==> config.mk <==
export PLATFORM = sky130hd
export DESIGN_NAME = handshake_ack_frame_parser
export DESIGN_NICKNAME = d
export VERILOG_FILES = /design/src/hdl/hafp_pkg.sv /design/src/hdl/handshake_ack_frame_parser.sv
export SDC_FILE = /design/constraint.sdc
export NUM_CORES = 1
export LEC_CHECK = 0
export BUFFER_PORTS_ARGS = -buffer_cell sky130_fd_sc_hd__buf_2
export CAP_MARGIN = 5
export CORE_MARGIN = 2
export CORE_UTILIZATION = 38
export CTS_BUF_LIST = sky130_fd_sc_hd__clkbuf_8
export DETAILED_ROUTE_END_ITERATION = 10
export PLACE_DENSITY = 0.66
export SYNTH_ARGS = -nofsm -noshare
export SYNTH_HDL_FRONTEND = slang
export SYNTH_SLANG_ARGS = --single-unit
export TNS_END_PERCENT = 10
==> constraint.sdc <==
create_clock -name clk -period 4.4 [get_ports clk]
set_input_delay 0.22 -clock clk [delete_from_list [all_inputs] [get_ports clk]]
set_output_delay 0.22 -clock clk [all_outputs]
set_load 0.02 [all_outputs]
==> src/hdl/hafp_pkg.sv <==
`timescale 1ns / 1ps
// ----------------------------------------------------------------------------
// hafp_pkg
// Types, codes and constants for the handshake / ack frame parser.
// ----------------------------------------------------------------------------
package hafp_pkg;

  localparam int unsigned ByteW   = 8;
  localparam int unsigned PosW    = 5;
  localparam int unsigned ChipIdW = 64;

  localparam logic [PosW-1:0] POS_ID_FIRST = 5'd4;
  localparam logic [PosW-1:0] POS_ID_LAST  = 5'd11;
  localparam logic [PosW-1:0] POS_PAYLOAD  = 5'd16;
  localparam logic [PosW-1:0] POS_SLEEP    = 5'd17;
  localparam logic [PosW-1:0] POS_RETRY    = 5'd18;
  localparam logic [PosW-1:0] POS_HS_END   = 5'd20;

  localparam logic [ByteW-1:0] PACKET_LIMIT_RESET = 8'd14;

  typedef enum logic [1:0] {
    PHASE_HANDSHAKE = 2'd0,
    PHASE_ACK       = 2'd1,
    PHASE_DONE      = 2'd2
  } phase_t;

  typedef enum logic [1:0] {
    EV_NONE      = 2'd0,
    EV_HANDSHAKE = 2'd1,
    EV_ACK       = 2'd2
  } event_t;

  typedef enum logic {
    CFG_CHIP_ID      = 1'b0,
    CFG_PACKET_LIMIT = 1'b1
  } cfg_index_t;

  // "work" and "ackb"
  localparam logic [ByteW-1:0] HS_MARK  [4] = '{8'h77, 8'h6F, 8'h72, 8'h6B};
  localparam logic [ByteW-1:0] ACK_MARK [4] = '{8'h61, 8'h63, 8'h6B, 8'h62};

  function automatic logic [ByteW-1:0] mark_byte(input logic is_ack,
                                                 input logic [1:0] idx);
    mark_byte = is_ack ? ACK_MARK[idx] : HS_MARK[idx];
  endfunction

endpackage

==> src/hdl/handshake_ack_frame_parser.sv <==
`timescale 1ns / 1ps
// ----------------------------------------------------------------------------
// handshake_ack_frame_parser
// Byte-wise parser for handshake and acknowledgement frames.
// The result of an accepted byte is registered and valid in the next cycle.
// Throughput: one byte per cycle; the phase/position registers double as
// the result register, so a new byte is taken whenever the result is free
// or is being taken in the same cycle.
// Reset: synchronous; phase handshake, position 0, captured values 0,
// chip_id 0, packet_limit 14, no result pending.
// ----------------------------------------------------------------------------
module handshake_ack_frame_parser
  import hafp_pkg::*;
(
  input  logic               clk,
  input  logic               rst,
  input  logic               in_valid,
  output logic               in_ready,
  input  logic [ByteW-1:0]   rx_byte,
  output logic               out_valid,
  input  logic               out_ready,
  output logic [1:0]         event_res,
  output logic [1:0]         phase,
  output logic [ByteW-1:0]   assigned_index,
  output logic [ByteW-1:0]   sleep_time,
  output logic [ByteW-1:0]   retry_time,
  output logic [ByteW-1:0]   next_packet,
  input  logic               cfg_valid,
  output logic               cfg_ready,
  input  logic               cfg_index,
  input  logic [ChipIdW-1:0] cfg_data
);

  logic [ChipIdW-1:0] chip_id;
  logic [ByteW-1:0]   packet_limit;

  phase_t           phase_reg, phase_next;
  logic [PosW-1:0]  byte_pos, byte_pos_next;
  event_t           event_reg, event_next;
  logic [ByteW-1:0] slot_reg, sleep_reg, retry_reg, packet_reg;
  logic [ByteW-1:0] hold_slot, hold_sleep, hold_retry;
  logic [ByteW-1:0] packet_next;

  logic             accept;
  logic             header_ok;
  logic [ByteW-1:0] expect_byte;
  logic [PosW-1:0]  id_off;
  logic [2:0]       id_sel;

  assign cfg_ready = 1'b1;
  assign in_ready  = !out_valid || out_ready;
  assign accept    = in_valid && in_ready;

  always_ff @(posedge clk) begin
    if (rst) begin
      chip_id      <= '0;
      packet_limit <= PACKET_LIMIT_RESET;
    end else if (cfg_valid) begin
      unique case (cfg_index_t'(cfg_index))
        CFG_CHIP_ID:      chip_id      <= cfg_data;
        CFG_PACKET_LIMIT: packet_limit <= cfg_data[ByteW-1:0];
        default:          ;
      endcase
    end
  end

  // Header check for positions 0..15 (mark at 0..3, chip ID at 4..11, 12..15 unchecked)
  assign id_off = byte_pos - POS_ID_FIRST;
  assign id_sel = id_off[2:0];

  always_comb begin
    expect_byte = chip_id[{id_sel, 3'b000} +: ByteW];
    if (byte_pos < POS_ID_FIRST) begin
      expect_byte = mark_byte(phase_reg == PHASE_ACK, byte_pos[1:0]);
    end
    header_ok = (byte_pos > POS_ID_LAST) || (expect_byte == rx_byte);
  end

  assign packet_next = rx_byte + 8'd1;

  always_comb begin
    phase_next    = phase_reg;
    byte_pos_next = byte_pos;
    event_next    = EV_NONE;
    unique case (phase_reg)
      PHASE_HANDSHAKE: begin
        if (byte_pos > POS_HS_END) begin
          byte_pos_next = '0;
        end else if (byte_pos == POS_HS_END) begin
          event_next    = EV_HANDSHAKE;
          phase_next    = PHASE_ACK;
          byte_pos_next = '0;
        end else if (byte_pos >= POS_PAYLOAD) begin
          byte_pos_next = byte_pos + 5'd1;
        end else begin
          byte_pos_next = header_ok ? byte_pos + 5'd1 : '0;
        end
      end
      PHASE_ACK: begin
        if (byte_pos > POS_PAYLOAD) begin
          byte_pos_next = '0;
        end else if (byte_pos == POS_PAYLOAD) begin
          event_next    = EV_ACK;
          byte_pos_next = '0;
          if (packet_next >= packet_limit) begin
            phase_next = PHASE_DONE;
          end
        end else begin
          byte_pos_next = header_ok ? byte_pos + 5'd1 : '0;
        end
      end
      default: phase_next = PHASE_DONE;
    endcase
  end

  always_ff @(posedge clk) begin
    if (rst) begin
      phase_reg  <= PHASE_HANDSHAKE;
      byte_pos   <= '0;
      event_reg  <= EV_NONE;
      out_valid  <= 1'b0;
      slot_reg   <= '0;
      sleep_reg  <= '0;
      retry_reg  <= '0;
      packet_reg <= '0;
    end else begin
      if (accept) begin
        out_valid <= 1'b1;
      end else if (out_ready) begin
        out_valid <= 1'b0;
      end
      if (accept) begin
        phase_reg <= phase_next;
        byte_pos  <= byte_pos_next;
        event_reg <= event_next;
        if (event_next == EV_HANDSHAKE) begin
          slot_reg  <= hold_slot;
          sleep_reg <= hold_sleep;
          retry_reg <= hold_retry;
        end
        if (event_next == EV_ACK) begin
          packet_reg <= packet_next;
        end
      end
    end
  end

  // Handshake payload holding registers
  always_ff @(posedge clk) begin
    if (accept && phase_reg == PHASE_HANDSHAKE) begin
      if (byte_pos == POS_PAYLOAD) hold_slot  <= rx_byte;
      if (byte_pos == POS_SLEEP)   hold_sleep <= rx_byte;
      if (byte_pos == POS_RETRY)   hold_retry <= rx_byte;
    end
  end

  assign event_res      = event_reg;
  assign phase          = phase_reg;
  assign assigned_index = slot_reg;
  assign sleep_time     = sleep_reg;
  assign retry_time     = retry_reg;
  assign next_packet    = packet_reg;

  a_hs_event_phase: assert property (@(posedge clk) disable iff (rst)
    out_valid && event_reg == EV_HANDSHAKE |-> phase_reg == PHASE_ACK)
    else $error("handshake event without ack phase");

  a_ack_pos_range: assert property (@(posedge clk) disable iff (rst)
    phase_reg == PHASE_ACK |-> byte_pos <= POS_PAYLOAD)
    else $error("ack position out of range");

  a_done_sticky: assert property (@(posedge clk) disable iff (rst)
    phase_reg == PHASE_DONE |=> phase_reg == PHASE_DONE)
    else $error("left done phase");

  a_hs_complete: assert property (@(posedge clk) disable iff (rst)
    accept && phase_reg == PHASE_HANDSHAKE && byte_pos == POS_HS_END
    |=> event_reg == EV_HANDSHAKE && slot_reg == $past(hold_slot))
    else $error("handshake completion missed");

  a_done_quiet: assert property (@(posedge clk) disable iff (rst)
    accept && phase_reg == PHASE_DONE |=> event_reg == EV_NONE)
    else $error("event raised in done phase");

endmodule
==> impl_results.md <==
* Clock root cell: clkbuf_8
* Largest net degree at the start of global routing at 85
* Count leader, synth: nand2_1
* Switch share at 24.8%
* Number of flip-flops in the largest register at 64
* Yosys top cell by area: dfxtp_1
* Max-Cap Viols at 0
* Drt pass-1 iters at 7
* CP max-delay cell: dfxtp_1
* Post-synth EDFFs at 24
* Tmin final at 2.74 ns
* Skew-Pair Late Insertion Delay at 0.44 ns
* Final period util at 62.2%
* Hold path cells at 3
* Internal Pwr Total at 1.94 mW
* Post-route insts no fill at 989
* Max incr delay on CP at 0.69 ns
* Clock power share at 39.3%
* Synthesized area at 5920 um2
* Unrepaired setup endpoints after global routing: false
* Final core occ at 47.8%
* Gr usage total at 18.0%
* Fmax at 0.365 GHz
* CTS tree: done
* FFs w/ async S/R, synth at 0%
* Vias in the first global route at 4,466
* Number of cells on the critical path at 7
* FF/Latch Area at 3000 um2
* Dpl cells at 927
* Crit path max-delay family: flip-flops
* Share of layout cells above drive strength 1 at 21.5%
* CORE AREA at 15,200 um2
* Final Hold Vio Count at 0
* Grt ovf at 0
* Unique masters post-synth at 47
* Vias per inst at 4.94
* Filler cells at 1,492
* Setup bufs post-CTS at 0
* Total Power at 2.58 mW
* PD cells at 355 nW/um2
* Main flop type after synthesis: dfxtp_1
* Final clock skew at 0.00968 ns
* # IOs at 117
* Antenna Nets Post-Route at 0
* Final worst-path setup slack at 1.66 ns
* Buffers on Ports at 115
* Syn Inst Count at 665
* Multi-input gate area at 2670 um2
* Antenna violations before repair at 0
* Reg with most FFs: chip_id
* Critical Setup Path Class: register to register
* Yosys top cell area share at 38.5%
* Worst-case reg-to-reg path depth at 7
* Die width at 129 um
* Pins Over Slew Limit at 0
* TritonCTS sink count at 138
* Most instantiated cells after synthesis: 205 x nand2_1, 114 x dfxtp_1, 100 x a21oi_1, 29 x clkbuf_1, 24 x edfxtp_1
* Result of the run: complete, no violations
* Leak pwr at 2.84 nW
* Crit-path cells: buf_4 > mux4_2 > o22ai_1 > xnor2_1 > nor4_1 > a31oi_2 > a21oi_2
* # hold bufs at CTS at 30
* CP max FO at 14
* Register bit total from synthesis at 138
* Type of destination of the critical path: register
* Logic gate share of total power at 9.1%
* DR iter-0 viols at 295
* WP data arrival at 3.11 ns
* # diodes at 0
* Sw Pwr at 0.641 mW
* CTS HTree Levels at 4
* Worst Path Buf+Inv at 1
* Mean Syn Cell Area at 8.91 um2
* Syn. warnings at 0
* Final RePlAce weighted congestion at 0.829
* Synth area leaders: dfxtp_1 39%, nand2_1 13%, edfxtp_1 12%
* Vias at 4,885
* Row count at 45
* Final setup fails at 0
* Die ar. at 16,600 um2
* Crit path launch type: register
* TritonCTS buffer count at 17
* Residual DRC at 0
* P&R area growth vs syn at 22.6%
* Clock Tree Buf Depth at 2
* Global-route wire length before repair at 23.1 mm
* Cts repair resizes at 0
* Hold Crit Class: input pin to register
* Die Height at 129 um
* Sequential fraction of the synthesis area at 50.7%
* Clock-pin slew on the worst setup and hold paths at 0.08 ns
* DP Worst Slack at 1.65 ns
* Worst Path Required at 4.77 ns
* Worst VDD drop at 0.330 mV
* Detail Placement HPWL at 9.75 mm
* Slew @ Worst Pin at 1.22 ns
* Setup_tns at 0 ns
* Wire length per cell at 14.5 um
* Final net count at 880
* Initial Utilization at 39.0%
* Detailed Route WL at 14.3 mm
* Slew HR at 18.2%
* Syn nets at 757
* Power share of the sequential group at 51.7%
cells in the final DEF, fill, tap and decap left out, types with 4 or more instances in the layout:
cell           netlist  routed
edfxtp_1            24      24
nor2b_1              8       7
nor2_1              23      23
buf_4                1       5
inv_1               11      12
a31oi_1              4       4
dfxtp_1            114     114
mux4_2              11      11
nor3_1               9       9
clkinv_4             0       4
a21oi_1            100     100
xor2_1               8       8
nand2_1            205     205
buf_2                7     114
nand3_1             10      10
nand4_1              4       4
mux2i_1             17      17
and2_1               6       6
dlygate4sd3_1        0      30
clkbuf_8             0      18
o21ai_0              6       6
ha_1                14      14
xnor2_1             11      11
kinds of logic (layout without fill, tap and decap cells):
logic type	after synthesis	count (layout)	synth area share, %
other	1	1	0.0633
flip-flops	138	138	50.7
buffers and inverters	57	193	4.33
adder cells (fa/ha/maj)	14	14	2.96
AO/OA/AOI/OAI	128	128	12.3
XOR/XNOR	19	19	2.81
multiplexers	29	29	7.25
AND/OR/NAND/NOR	279	279	19.6
layout make-up:
class / instances / area share, %
multi-input combinational: 470 / 36.8
timing repair buffer: 149 / 12.5
sequential: 138 / 41.4
tap: 188 / 3.24
clock buffer: 18 / 3.41
clock inverter: 14 / 2.03
inverter: 12 / 0.620
power by group through the flow:
stage	clock network (mW)	logic [mW]	registers, mW
after floorplan	0	0.136	1.36
after global placement	0	0.214	1.36
after detailed placement	0	0.215	1.36
after CTS	1.04	0.236	1.33
after global routing	1.10	0.262	1.34
final	1.01	0.234	1.33
worst paths after layout:
path / to / slack [ns] / startpoint
max reg2reg: byte_pos[1] / 1.66 / byte_pos[0]
min reg2reg: retry_time[3] / 0.45 / retry_time[3]
max: byte_pos[1] / 1.66 / byte_pos[0]
min: chip_id[36] / 0.03 / cfg_data[36]
routing by layer:
metal	global-route usage (%)	part of all wire (%)
met1	25.6	47
met2	27.2	45
met3	4.20	6.3
met4	5.63	1.0
met5	0	0
worst reg2reg max path: cells and delay by family, from the launching register on:
family          cells  cell delay [ns]
flops               1             0.69
compound gates      3             0.61
mux                 1             0.54
simple gates        1             0.41
buf+inv             1             0.34
xor+xnor            1             0.09
metrics by stage:
| stage | cell area, um2 | hold WS, ns |
|---|---|---|
| after global routing | 7260 | 0.00429 |
| after floorplan | 5920 | 0.316 |
| final | 7260 | 0.0296 |
| after global placement | 6570 | 0.439 |
| after detailed placement | 6570 | 0.444 |
| after CTS | 7260 | 0.000889 |
No activity file was read; power rests on OpenSTA's default activity.
